## src/rtl/core/hssm_pkg.sv

```systemverilog
`default_nettype none
package hssm_pkg;

  typedef enum logic [5:0] {
    PH_IDLE  = 6'b000001,
    PH_CLK9  = 6'b000010,
    PH_START = 6'b000100,
    PH_WRITE = 6'b001000,
    PH_WAIT  = 6'b010000,
    PH_READ  = 6'b100000
  } phase_e;

  typedef enum logic [2:0] {
    OP_TEMP   = 3'd0,
    OP_HUMID  = 3'd1,
    OP_RD_STS = 3'd2,
    OP_WR_STS = 3'd3,
    OP_SRESET = 3'd4
  } op_e;

  localparam logic [1:0] CFG_HALF    = 2'd0;
  localparam logic [1:0] CFG_POLL    = 2'd1;
  localparam logic [1:0] CFG_TIMEOUT = 2'd2;

  localparam logic [7:0] CRC_POLY  = 8'h31;
  localparam logic [3:0] CLK_COUNT = 4'd9;

  typedef struct packed {
    logic [0:0] req_type;
    logic [2:0] op;
    logic [7:0] status_write_value;
    logic [0:0] data_in;
  } in_t;

  typedef struct packed {
    logic [0:0]  sck;
    logic [0:0]  data_release;
    logic [0:0]  busy_res;
    logic [0:0]  done_res;
    logic [15:0] measured_value;
    logic [7:0]  checksum_byte;
    logic [7:0]  status_byte;
    logic [0:0]  no_ack;
    logic [0:0]  timeout_flag;
    logic [0:0]  crc_error;
  } out_t;

  function automatic logic [7:0] cmd_code(input logic [2:0] op);
    case (op)
      OP_TEMP:   cmd_code = 8'h03;
      OP_HUMID:  cmd_code = 8'h05;
      OP_RD_STS: cmd_code = 8'h07;
      OP_WR_STS: cmd_code = 8'h06;
      OP_SRESET: cmd_code = 8'h1E;
      default:   cmd_code = 8'h00;
    endcase
  endfunction

  function automatic logic [7:0] crc_step(input logic [7:0] crc, input logic b);
    crc_step = {crc[6:0], 1'b0} ^ ((crc[7] ^ b) ? CRC_POLY : 8'h00);
  endfunction

  function automatic logic [7:0] reverse8(input logic [7:0] v);
    for (int i = 0; i < 8; i++) reverse8[i] = v[7-i];
  endfunction

endpackage
`default_nettype wire

```

## src/rtl/core/hssm_if.sv

```systemverilog
`default_nettype none
interface hssm_in_if;
  logic            valid;
  logic            ready;
  hssm_pkg::in_t   payload;
  modport source (output valid, output payload, input ready);
  modport sink (input valid, input payload, output ready);
endinterface

interface hssm_out_if;
  logic            valid;
  logic            ready;
  hssm_pkg::out_t  payload;
  modport source (output valid, output payload, input ready);
  modport sink (input valid, input payload, output ready);
endinterface
`default_nettype wire

```

## src/rtl/core/humidity_sensor_serial_master_top.sv

```systemverilog
// The result of a beat is registered and shown in the cycle after the input beat is taken.
// Throughput: one beat per cycle while the output is not stalled; the bus state machine advances once per beat.
// The output register is refilled in the cycle it is taken, so no bubble forms.
// Reset: asynchronous, active low; the bus goes idle and the registers reset
// to half period 100, poll interval 2000 and timeout 100.
`default_nettype none
module humidity_sensor_serial_master_top (
  input  wire logic        clk_i,
  input  wire logic        rst_ni,
  hssm_in_if.sink          in_if,
  hssm_out_if.source       out_if,
  input  wire logic        cfg_we_i,
  input  wire logic [1:0]  cfg_index_i,
  input  wire logic [15:0] cfg_data_i
);

  logic [15:0] half_q, poll_q;
  logic [7:0]  tmo_q;

  hssm_pkg::phase_e phase_q, phase_d;
  logic [15:0] tick_q, tick_d;
  logic [3:0]  bit_q, bit_d;
  logic        half_sel_q, half_sel_d;
  logic [7:0]  sr_q, sr_d, crc_q, crc_d, poll_cnt_q, poll_cnt_d, pend_q, pend_d;
  logic [1:0]  bidx_q, bidx_d;
  logic [2:0]  op_q, op_d, err_q, err_d;
  logic [31:0] hold_q, hold_d;
  logic        ovalid_q;
  hssm_pkg::out_t opay_q, opay_d;

  logic        take, start, sck, rel, done, is_meas, last_rd, din;
  logic [15:0] dur;

  assign take        = in_if.valid && in_if.ready;
  assign in_if.ready = !ovalid_q || out_if.ready;
  assign din         = in_if.payload.data_in;

  always_comb begin
    phase_d = phase_q; tick_d = tick_q; bit_d = bit_q; half_sel_d = half_sel_q;
    sr_d = sr_q; crc_d = crc_q; poll_cnt_d = poll_cnt_q; pend_d = pend_q;
    bidx_d = bidx_q; op_d = op_q; err_d = err_q; hold_d = hold_q;
    sck = 1'b0; rel = 1'b1; done = 1'b0; dur = half_q;
    is_meas = 1'b0; last_rd = 1'b0;

    start = in_if.payload.req_type[0] && (phase_q == hssm_pkg::PH_IDLE)
            && (in_if.payload.op <= hssm_pkg::OP_SRESET);
    if (start) begin
      op_d = in_if.payload.op;
      pend_d = in_if.payload.status_write_value;
      err_d = 3'd0; crc_d = 8'd0; bidx_d = 2'd0; tick_d = 16'd0;
      half_sel_d = 1'b0; bit_d = 4'd0;
      phase_d = (in_if.payload.op == hssm_pkg::OP_SRESET) ? hssm_pkg::PH_CLK9
                                                          : hssm_pkg::PH_START;
    end
    is_meas = (op_d <= hssm_pkg::OP_HUMID);
    last_rd = is_meas ? (bidx_d == 2'd2) : (bidx_d == 2'd1);

    if (phase_d != hssm_pkg::PH_IDLE) begin
      case (phase_d)
        hssm_pkg::PH_CLK9: sck = !half_sel_d;
        hssm_pkg::PH_START: begin
          sck = (bit_d[2:0] == 3'd1) || (bit_d[2:0] == 3'd2)
                || (bit_d[2:0] == 3'd5) || (bit_d[2:0] == 3'd6);
          rel = (bit_d[2:0] == 3'd0) || (bit_d[2:0] == 3'd1)
                || (bit_d[2:0] == 3'd6) || (bit_d[2:0] == 3'd7);
        end
        hssm_pkg::PH_WRITE: begin
          if (bit_d < 4'd8) begin
            sck = !half_sel_d; rel = sr_d[7];
          end else begin
            sck = (bit_d == 4'd9);
          end
        end
        hssm_pkg::PH_WAIT: dur = poll_q;
        hssm_pkg::PH_READ: begin
          if (bit_d == 4'd0) begin
            sck = 1'b0;
          end else if (bit_d <= 4'd8) begin
            sck = !half_sel_d;
          end else begin
            sck = (bit_d == 4'd10); rel = last_rd;
          end
        end
        default: ;
      endcase
      if (dur == 16'd0) dur = 16'd1;
      tick_d = tick_d + 16'd1;
      if (tick_d >= dur) begin
        tick_d = 16'd0;
        case (phase_d)
          hssm_pkg::PH_CLK9: begin
            if (!half_sel_d) begin
              half_sel_d = 1'b1;
            end else begin
              half_sel_d = 1'b0; bit_d = bit_d + 4'd1;
              if (bit_d >= hssm_pkg::CLK_COUNT) begin
                phase_d = hssm_pkg::PH_START; bit_d = 4'd0;
              end
            end
          end
          hssm_pkg::PH_START: begin
            bit_d = bit_d + 4'd1;
            if (bit_d >= 4'd7) begin
              phase_d = hssm_pkg::PH_WRITE; sr_d = hssm_pkg::cmd_code(op_d);
              bit_d = 4'd0; half_sel_d = 1'b0;
            end
          end
          hssm_pkg::PH_WRITE: begin
            if (bit_d < 4'd8) begin
              if (!half_sel_d) begin
                half_sel_d = 1'b1;
              end else begin
                crc_d = hssm_pkg::crc_step(crc_d, sr_d[7]);
                sr_d = {sr_d[6:0], 1'b0};
                half_sel_d = 1'b0; bit_d = bit_d + 4'd1;
              end
            end else if (bit_d == 4'd8) begin
              if (din) err_d[0] = 1'b1;
              bit_d = 4'd9;
            end else if (op_d == hssm_pkg::OP_WR_STS && bidx_d == 2'd0) begin
              bidx_d = 2'd1; sr_d = pend_d; bit_d = 4'd0; half_sel_d = 1'b0;
            end else if (is_meas) begin
              phase_d = hssm_pkg::PH_WAIT; poll_cnt_d = 8'd0;
            end else if (op_d == hssm_pkg::OP_RD_STS) begin
              bidx_d = 2'd0; phase_d = hssm_pkg::PH_READ;
              sr_d = 8'd0; bit_d = 4'd0; half_sel_d = 1'b0;
            end else begin
              phase_d = hssm_pkg::PH_IDLE; done = 1'b1;
            end
          end
          hssm_pkg::PH_WAIT: begin
            if (!din) begin
              bidx_d = 2'd0; phase_d = hssm_pkg::PH_READ;
              sr_d = 8'd0; bit_d = 4'd0; half_sel_d = 1'b0;
            end else begin
              if (poll_cnt_d != 8'hFF) poll_cnt_d = poll_cnt_d + 8'd1;
              if (poll_cnt_d >= tmo_q) begin
                err_d[1] = 1'b1; bidx_d = 2'd0; phase_d = hssm_pkg::PH_READ;
                sr_d = 8'd0; bit_d = 4'd0; half_sel_d = 1'b0;
              end
            end
          end
          hssm_pkg::PH_READ: begin
            if (bit_d == 4'd0) begin
              bit_d = 4'd1;
            end else if (bit_d <= 4'd8) begin
              if (!half_sel_d) begin
                sr_d = {sr_d[6:0], din};
                if (!(is_meas && last_rd)) crc_d = hssm_pkg::crc_step(crc_d, din);
                half_sel_d = 1'b1;
              end else begin
                half_sel_d = 1'b0; bit_d = bit_d + 4'd1;
              end
            end else if (bit_d < 4'd11) begin
              bit_d = bit_d + 4'd1;
            end else begin
              if (is_meas) begin
                if (bidx_d == 2'd0) hold_d[15:8] = sr_d;
                else if (bidx_d == 2'd1) hold_d[7:0] = sr_d;
                else begin
                  hold_d[23:16] = sr_d;
                  if (hssm_pkg::reverse8(crc_d) != sr_d) err_d[2] = 1'b1;
                  phase_d = hssm_pkg::PH_IDLE; done = 1'b1;
                end
              end else begin
                if (bidx_d == 2'd0) hold_d[31:24] = sr_d;
                else begin
                  hold_d[23:16] = sr_d;
                  phase_d = hssm_pkg::PH_IDLE; done = 1'b1;
                end
              end
              if (!done) begin
                bidx_d = bidx_d + 2'd1; sr_d = 8'd0; bit_d = 4'd0; half_sel_d = 1'b0;
              end
            end
          end
          default: phase_d = hssm_pkg::PH_IDLE;
        endcase
      end
    end

    opay_d.sck = sck;
    opay_d.data_release = rel;
    opay_d.busy_res = (phase_d != hssm_pkg::PH_IDLE);
    opay_d.done_res = done;
    opay_d.measured_value = hold_d[15:0];
    opay_d.checksum_byte = hold_d[23:16];
    opay_d.status_byte = hold_d[31:24];
    opay_d.no_ack = err_d[0];
    opay_d.timeout_flag = err_d[1];
    opay_d.crc_error = err_d[2];
  end

  always_ff @(posedge clk_i or negedge rst_ni) begin
    if (!rst_ni) begin
      half_q <= 16'd100; poll_q <= 16'd2000; tmo_q <= 8'd100;
      phase_q <= hssm_pkg::PH_IDLE; tick_q <= '0; bit_q <= '0; half_sel_q <= 1'b0;
      sr_q <= '0; crc_q <= '0; poll_cnt_q <= '0; pend_q <= '0; bidx_q <= '0;
      op_q <= '0; err_q <= '0; hold_q <= '0; ovalid_q <= 1'b0;
    end else begin
      if (cfg_we_i) begin
        case (cfg_index_i)
          hssm_pkg::CFG_HALF:    half_q <= cfg_data_i;
          hssm_pkg::CFG_POLL:    poll_q <= cfg_data_i;
          hssm_pkg::CFG_TIMEOUT: tmo_q <= cfg_data_i[7:0];
          default: ;
        endcase
      end
      if (take) begin
        phase_q <= phase_d; tick_q <= tick_d; bit_q <= bit_d; half_sel_q <= half_sel_d;
        sr_q <= sr_d; crc_q <= crc_d; poll_cnt_q <= poll_cnt_d; pend_q <= pend_d;
        bidx_q <= bidx_d; op_q <= op_d; err_q <= err_d; hold_q <= hold_d;
        ovalid_q <= 1'b1;
      end else if (out_if.ready) begin
        ovalid_q <= 1'b0;
      end
    end
  end

  always_ff @(posedge clk_i) begin
    if (take) opay_q <= opay_d;
  end

  assign out_if.valid   = ovalid_q;
  assign out_if.payload = opay_q;

  a_stall_hold: assert property (@(posedge clk_i) disable iff (!rst_ni)
    out_if.valid && !out_if.ready |=> out_if.valid && $stable(out_if.payload))
    else $error("stalled result beat changed");
  a_idle_outputs: assert property (@(posedge clk_i) disable iff (!rst_ni)
    phase_q == hssm_pkg::PH_IDLE |-> bit_q <= 4'd11)
    else $error("bit counter out of range");
  a_done_not_busy: assert property (@(posedge clk_i) disable iff (!rst_ni)
    out_if.valid && out_if.payload.done_res |-> !out_if.payload.busy_res)
    else $error("done beat while busy");

endmodule
`default_nettype wire

```

## src/flat_wrapper.sv

```systemverilog
// flat-port wrapper written by rule: the top's interface ports become plain ports
module humidity_sensor_serial_master_top_flat 
  (clk_i, rst_ni, cfg_we_i, cfg_index_i, cfg_data_i, in_if_valid, in_if_payload, in_if_ready, out_if_valid, out_if_payload, out_if_ready);
  hssm_in_if in_if_i ();
  hssm_out_if out_if_i ();
  input  wire logic clk_i;
  input  wire logic rst_ni;
  input  wire logic cfg_we_i;
  input  wire logic [1:0] cfg_index_i;
  input  wire logic [15:0] cfg_data_i;
  input wire logic [$bits(in_if_i.valid)-1:0] in_if_valid;
  input wire logic [$bits(in_if_i.payload)-1:0] in_if_payload;
  output wire logic [$bits(in_if_i.ready)-1:0] in_if_ready;
  output wire logic [$bits(out_if_i.valid)-1:0] out_if_valid;
  output wire logic [$bits(out_if_i.payload)-1:0] out_if_payload;
  input wire logic [$bits(out_if_i.ready)-1:0] out_if_ready;
  assign in_if_i.valid = in_if_valid;
  assign in_if_i.payload = in_if_payload;
  assign in_if_ready = in_if_i.ready;
  assign out_if_valid = out_if_i.valid;
  assign out_if_payload = out_if_i.payload;
  assign out_if_i.ready = out_if_ready;
  humidity_sensor_serial_master_top u_core (.clk_i(clk_i), .rst_ni(rst_ni), .in_if(in_if_i), .out_if(out_if_i), .cfg_we_i(cfg_we_i), .cfg_index_i(cfg_index_i), .cfg_data_i(cfg_data_i));
endmodule
```

## config.mk

```make
export PLATFORM = sky130hd
export DESIGN_NAME = humidity_sensor_serial_master_top_flat
export DESIGN_NICKNAME = d
export VERILOG_FILES = /design/src/rtl/core/hssm_pkg.sv /design/src/rtl/core/hssm_if.sv /design/src/rtl/core/humidity_sensor_serial_master_top.sv /design/src/flat_wrapper.sv
export SDC_FILE = /design/constraint.sdc
export NUM_CORES = 1
export LEC_CHECK = 0
export BUFFER_PORTS_ARGS = -buffer_cell sky130_fd_sc_hd__buf_2
export CAP_MARGIN = 20
export CORE_MARGIN = 4
export CORE_UTILIZATION = 55
export DETAILED_ROUTE_END_ITERATION = 8
export PLACE_DENSITY = 0.74
export SYNTH_ARGS = -nofsm -noshare
export SYNTH_HDL_FRONTEND = slang
export SYNTH_SLANG_ARGS = --single-unit
```

## constraint.sdc

```tcl
create_clock -name clk_i -period 5.7 [get_ports clk_i]
set_clock_uncertainty 0.05 [all_clocks]
set_input_delay 0.57 -clock clk_i [delete_from_list [all_inputs] [get_ports clk_i]]
set_output_delay 0.57 -clock clk_i [all_outputs]
set_load 0.01 [all_outputs]
```

### Yosys cells after proc, flatten, opt, wreduce, memory -nomap -nowiden

Index checks and enable logic that the tools add are counted.

| storage, ports and cells | value |
|---|---|
| register bits | 179 |
| input bits | 36 |
| output and inout port bits | 41 |
| word-level logic and storage cells | 299 |

| operators by class | value |
|---|---|
| add/subtract/negate cells | 4 |
| magnitude comparators | 9 |
| equal/unequal tests | 42 |
| muxes and demuxes | 185 |
| bitwise gates (word level) | 4 |
| reductions and logical operators | 29 |

Operator list:

| cell | number |
|---|---|
| two-way mux 8 bit | 43 |
| two-way mux 32 bit | 6 |
| two-way mux 6 bit | 22 |
| two-way mux 16 bit | 8 |
| two-way mux 4 bit | 18 |
| two-way mux 1 bit | 58 |
| one-hot mux 8 bit (2 select lines) | 2 |
| one-hot mux 8 bit (4 select lines) | 1 |
| one-hot mux 6 bit (5 select lines) | 1 |
| two-way mux 2 bit | 14 |
| one-hot mux 5 bit (5 select lines) | 1 |
| one-hot mux 4 bit (5 select lines) | 1 |
| adder 16 x 1 -> 16 bit, second input constant | 1 |
| >= comparator 16 bit | 1 |
| zero test 16 bit | 1 |
| XOR 8 bit | 2 |
| equality test 3 bit, second input constant | 5 |
| two-way mux 3 bit | 5 |
| inequality test 3 x 2 -> 1 bit, second input constant | 5 |
| AND reduction 14 bit | 1 |
| equality test 4 bit, second input constant | 3 |
| inequality test 6 x 1 -> 1 bit, second input constant | 2 |
| inequality test 2 bit, second input constant | 5 |
| equality test 3 x 2 -> 1 bit, second input constant | 3 |
| other kinds (41) | 64 |

### Longest topological paths before layout

Gate-level depths: netlist of run 1.

| depth | value |
|---|---|
| word-level depth | 21 |
| depth in mapped cells | 23 |

### Worst setup path before layout of run 1

No wires, ideal clock.

| path | value |
|---|---|
| path kind | flip-flop to flip-flop |
| start point | reg u_core.phase_q[4] |
| end point | reg u_core.crc_q[6] |
| library setup time | 0.121 ns |
| data arrival time | 5.006 ns |
| required time | 5.529 ns |
| slack | 0.523 ns |
| cell stages (with the launch flop) | 24 |
| cell sequence | dfrtp_1 buf_2 nor3_2 buf_2 nand4_1 clkbuf_1 buf_1 and2_1 ha_1 nand3_1 nor4_1 nand3_1 xor2_1 nor2_1 ha_1 a21o_1 a21oi_1 o21ai_0 o31ai_1 buf_2 nor2_1 clkbuf_1 a21o_1 a22o_1 |

| on the way | value |
|---|---|
| longest elaborated chain between the ends | 14 |
| elaborated cells between the ends (all ways) | 40 |
| those cells by class | add/sub: 1; order compare: 4; eq/ne: 7; mux: 21; bitwise: 2; reduce/logical: 5 |

Ends and longest elaborated chain:

| what | RTL line | RTL |
|---|---|---|
| start, declared | humidity_sensor_serial_master_top.sv:20 | `hssm_pkg::phase_e phase_q, phase_d;` |
| start signal, assigned | humidity_sensor_serial_master_top.sv:210 | `phase_q <= phase_d; tick_q <= tick_d; bit_q <= bit_d; half_sel_q <= half_sel_d;` |
| parallel branches: the longest is 13 deep, another holds >= comparator 16 bit | -- |  |
| two-way mux 8 bit * | humidity_sensor_serial_master_top.sv:58 | `if (phase_d != hssm_pkg::PH_IDLE) begin` |
| end signal, assigned | humidity_sensor_serial_master_top.sv:211 | `sr_q <= sr_d; crc_q <= crc_d; poll_cnt_q <= poll_cnt_d; pend_q <= pend_d;` |
| end, declared | humidity_sensor_serial_master_top.sv:24 | `logic [7:0] sr_q, sr_d, crc_q, crc_d, poll_cnt_q, poll_cnt_d, pend_q, pend_d;` |

Mark *: on every way between the ends. The select of a mux whose other input is x is not followed.
A chain may end at the register's enable or synchronous reset.

### Worst setup path after layout of run 1

| path | value |
|---|---|
| start point | reg u_core.phase_q[1] |
| end point | reg u_core.opay_q (netlist bit u_core.out_if.payload[25]), data pin |

| on the way | value |
|---|---|
| longest elaborated chain between the ends | 14 |
| elaborated cells between the ends (all ways) | 33 |
| those cells by class | add/sub: 1; order compare: 4; eq/ne: 5; mux: 18; reduce/logical: 5 |

Ends and longest elaborated chain:

| what | RTL line | RTL |
|---|---|---|
| parallel branches: the longest is 13 deep, another holds >= comparator 16 bit | -- |  |
| two-way mux 32 bit * | humidity_sensor_serial_master_top.sv:58 |  |
| net u_core.hold_d[6] | humidity_sensor_serial_master_top.sv:27 | `logic [31:0] hold_q, hold_d;` |
| end signal, assigned | humidity_sensor_serial_master_top.sv:221 | `if (take) opay_q <= opay_d;` |
| end, declared | humidity_sensor_serial_master_top.sv:29 | `hssm_pkg::out_t opay_q, opay_d;` |

Mark *: on every way through the listed nets, which the timed path passes. The select of a mux whose other input is x is not followed.

==> out/metrics.cfg, run 1 <==
[clocking]
cts_made_buffers=17
root_buffer=clkbuf_16
cts_tree=built
insertion_delay_ns=0.43
htree_levels=4
clk_path_buf_depth=2
hold_buffers=0
clock-sinks=179
path_clk_slew_ns=0.07

[sta]
worst_pin_slew_ns=1.06
setup_violations=0
rsz0062_at_grt=false
drv_slew=0
fmax_mhz=187
min_period_ns=5.36
hold_viol=0
tns_ns=0
finalCritPeriodShare_pct=94.1
slew_headroom_pct=29.1

[synth]
yosys.cell_types.count=85
avgSynthCellArea_um2=10.3
syn-num-nets=1094
async_flop_share_pct=78.2
ys_warn_count=0
yosys-top-cells-count=dfrtp_1, mux2_2, nand2_1, nor2_1, o21ai_0
synth_edf_count=39
post-synth-top-count-cell=dfrtp_1
postSynthCellCount=1024
netlist_area_um2=10500
synth-seq-cells=179
synth_area_leaders=dfrtp_1, mux2_2, edfxtp_1, ha_1, nand2_1
synth_top_area_cell=dfrtp_1
ys_seq_area_share_pct=44.5
synth_top_flop_cell=dfrtp_1
yosysTopAreaCellShare_pct=30.1

[layout]
nFillCells=1492
drive_above_1_share_pct=25.6
num-nets-final=1145
n_antenna_cell=0
fin_cells=1322
area_delta_synth_final_pct=11.0

[worst_setup_path]
reg2regPathDepth=16
critPathArrivalTime_ns=5.50
worstSetupPathType=flip-flop to flip-flop
worstPathRequired_ns=5.84
cp_max_fo=20
start_kind=flip-flop
r2r-end=u_core.out_if.payload[25]
end_kind=flip-flop
r2r_setup_slack_ns=0.34
r2r_start=u_core.phase_q[1]

[global_route]
grt_pass1_vias=8257
grt_pass1_wl_mm=43.6
grt.total_usage_pct=25.0
antenna_found_initial=0
grt_max_degree=85
overflow=0

[route]
wirelength_mm=26.9
wl_per_cell_um=20.4
vias=8472
ant_nets=0
drc=0
dr.pass1.iters=6
viasPerCell=6.41
drt-initial-drc-count=776

[place]
hpwl_mm=18.8
dp.cells=1288
numPortBuffers=76
gp_congestion=0.938

[floorplanning]
rows=50
die_area_um2=21400
core_area_um2=18800
die_y_um=146
die_x_um=146
start_util_pct=56.2
ios=77

[power_and_ir_drop]
power_mw=3.94
leakage_nw=5.13
power_density_nw_per_um2=337
ir_worst_vdd_mv=0.263

[run_status]
status=finished, final reports clean

[hold_path]
hold_class=input port to async pin

[run]
drv_cap=0

cells in the final DEF, fill, tap and decap left out, drive strengths merged, types with 5 or more instances in the layout:
master  count
a22o       10
nor3       18
nor4        8
nor3b       5
o22ai       5
nor4b       7
o211ai      9
nand3      40
nand2     111
edfxtp     39
a211oi      6
o32ai       7
xnor2      22
nand2b      8
o21ai      45
nand3b      8
or3         5
o41ai       7
a21oi      31
clkbuf     19
dfrtp     127
and3        5
o31ai       5
nand4      15
nor2       74
mux2i      23
a31oi      19
o221ai      6
mux2      114
xor2       12
ha         34
dfstp      13
o21a        6
inv        39
a21o        8
nor2b       5
buf        94
per-layer routing:
metal,track usage (%),up-vias,routed length [µm]
met3,5.18,73,2010
met2,40.4,359,12800
met4,8.94,0,789
met5,0,-,0
met1,33.5,4134,11300
li1,-,3906,-
state kept, by name, indices dropped and copies added, names as in the netlist:
name and flops:
u_core.out_if.valid 1, u_core.half_q 16, u_core.phase_q 6, u_core.sr_q 8, u_core.out_if.payload 39, u_core.bidx_q 2, u_core.half_sel_q 1, u_core.crc_q 8
u_core.poll_cnt_q 8, u_core.op_q 3, u_core.tmo_q 8, u_core.hold_q 32, u_core.err_q 3, u_core.bit_q 4, u_core.poll_q 16, u_core.pend_q 8
u_core.tick_q 16
worst max-delay path by stage:
stage / start / end
detailed placement: u_core.phase_q[1] / u_core.out_if.payload[9]
global placement: u_core.phase_q[1] / u_core.out_if.payload[22]
finish: u_core.phase_q[1] / u_core.out_if.payload[25]
CTS: u_core.phase_q[1] / u_core.out_if.payload[13]
global route: u_core.phase_q[1] / u_core.sr_q[4]
floorplan: u_core.phase_q[4] / u_core.crc_q[6]
through the flow:
stage	instance area, µm²	worst slack (ns)	hold slack [ns]	utilization (%)
final	11700	0.339	0.113	62.4
after global routing	11700	0.0209	0.207	62.4
after CTS	11700	0.319	0.181	62.2
after detailed placement	11100	0.375	0.417	59.2
after global placement	11100	0.520	0.406	59.2
after floorplan	10500	0.523	0.224	-
final cells by class:
| cell class | instances | area, µm² | area share (%) |
|---|---|---|---|
| inverter | 31 | 116 | 0.994 |
| multi-input combinational | 750 | 5480 | 46.8 |
| tap | 234 | 293 | 2.50 |
| clock inverter | 15 | 144 | 1.23 |
| timing repair buffer | 96 | 556 | 4.75 |
| clock buffer | 17 | 425 | 3.64 |
| sequential | 179 | 4690 | 40.1 |
power by group:
group	switching (mW)	leakage, nW	internal (mW)
clock network	0.562	0.273	0.581
logic	0.696	2.66	0.434
registers	0.177	2.19	1.49
total	1.43	5.13	2.51
logic make-up (layout without fill, tap and decap cells):
family / count (synthesis) / in the layout / share of synthesized area (%)
adder cells (fa/ha/maj): 34 / 34 / 4.04
AND/OR/NAND/NOR: 329 / 329 / 15.6
XOR/XNOR: 34 / 34 / 2.82
AO/OA/AOI/OAI: 216 / 216 / 14.8
multiplexers: 137 / 137 / 14.4
flip-flops: 179 / 179 / 44.5
buffers and inverters: 95 / 159 / 3.80
repair_timing:
item,CTS,global route
gates resized for setup,0,1
setup buffers,0,0
setup endpoints to repair,0,12
worst max-delay path, cell delays in order, from the launching register on:
cell	delay (ns)
dfrtp_1	0.49
or4_4	0.59
nor3b_4	0.21
buf_4	0.33
mux2i_1	0.33
nand4_1	0.14
or4_1	0.53
nand3_1	0.09
ha_1	0.22
nand2b_1	0.13
a2111oi_0	0.41
o41ai_1	0.18
o31ai_2	0.37
buf_12	0.22
nor4_4	0.08
nand3_1	0.35
mux2_2	0.39
Note: power is estimated with default switching activity, not from simulation.
==> inputs of run 2 (changes only) <==
- CORE_UTILIZATION: 55 -> 61
- PLACE_DENSITY: 0.74 -> 0.81
==> out/metrics.cfg, run 2 (synthesis results as in run 1) <==
[run_status]
status=finished, final reports clean

[global_route]
overflow=0
grt_max_degree=82
antenna_found_initial=0
grt_pass1_wl_mm=43.9
grt_pass1_vias=8366
grt.total_usage_pct=27.8

[power_and_ir_drop]
power_mw=3.96
switching_share_pct=36.4
power_frac_comb_pct=28.8
clock_power_share_pct=29.1
ir_worst_vdd_mv=0.253
power_density_nw_per_um2=339
p_int_mw=2.52
p_sw_mw=1.44
leakage_nw=5.12
pwr-share-seq_pct=42.1

[clocking]
cts_made_buffers=17
htree_levels=4
insertion_delay_ns=0.44
clock-sinks=179
path_clk_slew_ns=0.07
clk_path_buf_depth=2
root_buffer=clkbuf_16
cts_tree=built

[layout]
area_delta_synth_final_pct=10.7
finish.utilization_pct=69.6
reg.largest.list=u_core.out_if.payload (39), u_core.hold_q (32)
drive_above_1_share_pct=25.6
n_antenna_cell=0
largest-register=u_core.out_if.payload
layout_commonest_cell=dfrtp_1
mostFrequentLayoutCells=dfrtp_1, mux2_2, nand2_1
largest_reg_flops=39
num-nets-final=1145
fin_cells=1308

[floorplanning]
die_y_um=139
core_area_um2=16800
ios=77
start_util_pct=62.9
die_area_um2=19400
rows=47
die_x_um=139

[sta]
finalCritPeriodShare_pct=94.9
rsz0062_at_grt=false
setup_violations=0
hold_viol=0
timing.final.ws_setup_ns=0.291
drv_slew=0
tns_ns=0
fmax_mhz=185
slew_headroom_pct=25.5
worst_pin_slew_ns=1.11
min_period_ns=5.41

[route]
ant_nets=0
wl_per_cell_um=20.5
vias=8577
drt-initial-drc-count=1026
dr.pass1.iters=7
drc=0
wirelength_mm=26.9
viasPerCell=6.56

[worst_setup_path]
worstPathRequired_ns=5.84
cp_common_cell=buf_4
cp_cell_sequence=or4_4, nor3b_4, buf_4, mux2i_1, nand4_1, or4_1, nand3_1, ha_1, nand2b_1, a2111oi_0, o41ai_1, o31ai_2, buf_4, buf_4, nor4_4, nand3_1, mux2_2
start_kind=flip-flop
crit_family=simple AND/OR/NAND/NOR gates
critPathMaxStageDelay_ns=0.59
worstSetupPathType=flip-flop to flip-flop
cp_slowest_cell=or4_4
path_buf_inv=3
end_kind=flip-flop
cp_max_fo=16
critPathArrivalTime_ns=5.55

[place]
gp_congestion=0.968
pre_cts_ws_ns=0.213
dp.cells=1273
numPortBuffers=76
hpwl_mm=18.7

[hold_path]
hold_class=input port to async pin

[run]
drv_cap=0

run 2: cell count changes in the layout (fill, tap and decap cells not counted), sizes merged:
cell / previous run / this run
clkbuf: 19 / 18
clkinvlp: 3 / 1
inv: 39 / 40
buf: 94 / 96
run 2: power groups by stage:
stage          logic, mW  clock network [mW]  registers (mW)
6_report            1.14                1.15            1.67
5_1_grt             1.24                1.23            1.69
4_1_cts             1.12                1.16            1.66
3_5_place_dp        1.11                   0            1.68
3_3_place_gp        1.09                   0            1.68
2_1_floorplan      0.862                   0            1.60
run 2: repair_timing:
item | CTS | global route
setup endpoints to repair | 0 | 35
buffers inserted | 0 | 3
hold buffers | 0 | 0
gates resized for setup | 0 | 1
run 2: layer usage:
layer / vias up / routed length (µm) / share of wire, % / GRT usage (%)
li1: 3908 / - / - / -
met1: 4181 / 11200 / 42 / 37.5
met2: 406 / 12700 / 47 / 44.8
met3: 82 / 2140 / 8.0 / 5.66
met4: 0 / 838 / 3.1 / 10.2
met5: - / 0 / 0 / 0
run 2: worst reg2reg max path, stage by stage (launching register included):
cell and delay [ns]:
dfrtp_1 0.48, or4_4 0.59, nor3b_4 0.21, buf_4 0.31
mux2i_1 0.35, nand4_1 0.12, or4_1 0.52, nand3_1 0.09
ha_1 0.12, nand2b_1 0.09, a2111oi_0 0.08, o41ai_1 0.54
o31ai_2 0.13, buf_4 0.17, buf_4 0.14, nor4_4 0.35
nand3_1 0.41, mux2_2 0.42
run 2: through the flow:
step	instance area [µm²]	hold slack, ns
finish	11700	0.121
global route	11700	0.168
CTS	11600	0.160
detailed placement	11100	0.422
global placement	11100	0.409
floorplan	10500	0.224
run 2: worst paths after layout:
check	depth (start not counted)	startpoint	slack (ns)	to
worst max-delay path	17	u_core.phase_q[1]	0.29	u_core.out_if.payload[20]
worst min-delay path	1	rst_ni	0.12	u_core.bit_q[2]
worst max register to register	17	u_core.phase_q[1]	0.29	u_core.out_if.payload[20]
worst min register to register	2	u_core.pend_q[0]	0.44	u_core.pend_q[0]
max in group asynchronous	2	rst_ni	4.23	u_core.tick_q[8]
min in group clk_i	2	in_if_valid	0.28	u_core.out_if.valid
run 2: area by class of cell:
| cell class | instances | area (µm²) |
|---|---|---|
| clock buffer | 18 | 439 |
| clock inverter | 14 | 138 |
| tap | 220 | 275 |
| fill | 1224 | 5090 |
| sequential | 179 | 4690 |
| inverter | 31 | 116 |
| multi-input combinational | 750 | 5480 |
| timing repair buffer | 96 | 537 |
==> inputs of run 3 (changes only) <==
- CORE_UTILIZATION: 61 -> 63
- CTS_BUF_LIST: default -> sky130_fd_sc_hd__clkbuf_8
- PLACE_DENSITY: 0.81 -> default
- PLACE_DENSITY_LB_ADDON: default -> 0.1
==> out/metrics.cfg, run 3 (synthesis results as in run 1) <==
[run_status]
status=finished, final reports clean

[clocking]
htree_levels=4
root_buffer=clkbuf_8
cts_tree=built
insertion_delay_ns=0.48
hold_buffers=0
cts_setup_buffers=0
cts_made_buffers=17
clk_path_buf_depth=2
clock-sinks=179
path_clk_slew_ns=0.11
postCtsResizedCells=0

[floorplanning]
core_area_um2=16500
start_util_pct=64.0
die_area_um2=18900
die_x_um=137
die_y_um=137
rows=47
ios=77

[global_route]
overflow=0
grt.total_usage_pct=28.8
antenna_found_initial=1
grt_max_degree=106
grt_pass1_vias=7992
grt_pass1_wl_mm=42.3

[place]
pre_cts_ws_ns=0.329
hpwl_mm=18.5
gp_congestion=0.975
dp.cells=1273
numPortBuffers=76
placement.cell_area_um2=11100

[sta]
finalCritPeriodShare_pct=95.5
drv_slew=0
setup_violations=0
slew_headroom_pct=29.0
worst_pin_slew_ns=1.06
rsz0062_at_grt=false
hold_viol=0
whs_ns=0.167
tns_ns=0
min_period_ns=5.44
timing.final.ws_setup_ns=0.257
fmax_mhz=184

[route]
dr.pass1.iters=5
highest_layer=met5
drt-initial-drc-count=964
wirelength_mm=26.4
viasPerCell=6.44
route.met2.wl_mm=12.5
vias=8414
ant_nets=0
wirelength_met1_mm=11.4
drc=0
wl_met3_mm=1.91
wl_per_cell_um=20.2

[layout]
layout_commonest_cell=dfrtp_1
num-nets-final=1143
finish.utilization_pct=69.7
nFillCells=1286
fin_cells=1306
reg.largest.list=u_core.out_if.payload (39), u_core.hold_q (32)
n_antenna_cell=0
drive_above_1_share_pct=25.4
final_area_um2=11500
area_delta_synth_final_pct=8.94
mostFrequentLayoutCells=dfrtp_1, mux2_2, nand2_1
largest-register=u_core.out_if.payload
largest_reg_flops=39

[worst_setup_path]
worstSetupPathType=flip-flop to flip-flop
cp_cell_sequence=or4_4, nor3b_4, buf_4, mux2i_1, nand4_1, or4_1, nand3_1, ha_1, nand2b_1, a2111oi_0, o41ai_1, o31ai_2, buf_12, nor3_1, nand2_1, mux2_2
r2r_start=u_core.phase_q[1]
r2r_setup_slack_ns=0.26
critPathMaxStageDelay_ns=0.58
cp_max_fo=21
worstPathRequired_ns=5.90
r2r-end=u_core.out_if.payload[10]
critPathArrivalTime_ns=5.64
end_kind=flip-flop
start_kind=flip-flop
crit_family=simple AND/OR/NAND/NOR gates
path_buf_inv=2
reg2regPathDepth=16
cp_slowest_cell=or4_4

[hold_path]
hold_class=input port to async pin

[power_and_ir_drop]
ir_worst_vdd_mv=0.208
power_density_nw_per_um2=318
power_mw=3.66
leakage_nw=5.04

[run]
drv_cap=0

==> run 3: cell types whose count changed in the layout (fill, tap and decap cells not counted), sizes merged <==
cell | before | now
inv | 40 | 38
buf | 96 | 94
clkinv | 4 | 7
clkbuf | 18 | 17
==> run 3: per-layer routing <==
| metal | vias to the layer above | global-route usage (%) |
|---|---|---|
| li1 | 3903 | - |
| met1 | 4068 | 40.4 |
| met2 | 386 | 45.7 |
| met3 | 55 | 4.60 |
| met4 | 2 | 10.4 |
| met5 | - | 0 |
==> run 3: worst max-delay path by stage <==
| stage | from | end | slack, ns | cells after the start |
|---|---|---|---|---|
| final | u_core.phase_q[1] | u_core.out_if.payload[10] | 0.26 | 16 |
| after global routing | u_core.phase_q[1] | u_core.out_if.payload[6] | 0.007 | 16 |
| after CTS | u_core.phase_q[1] | u_core.hold_q[26] | 0.30 | 16 |
| after detailed placement | u_core.phase_q[1] | u_core.out_if.payload[10] | 0.33 | 16 |
| after global placement | u_core.phase_q[1] | u_core.out_if.payload[4] | 0.49 | 16 |
| after floorplan | u_core.phase_q[4] | u_core.crc_q[6] | 0.52 | 23 |
==> run 3: layout make-up <==
type	instances	area, µm²	area share (%)
repair buffers	94	534	4.65
flip-flops and latches	179	4690	40.8
inverters	31	116	1.01
clock buffers	17	234	2.04
well taps	220	275	2.40
clock inverters	15	160	1.39
multi-input cells	750	5470	47.7
==> run 3: power by group <==
group / internal (mW) / switching (mW)
sequential: 1.49 / 0.180
combinational: 0.432 / 0.700
clock: 0.328 / 0.525
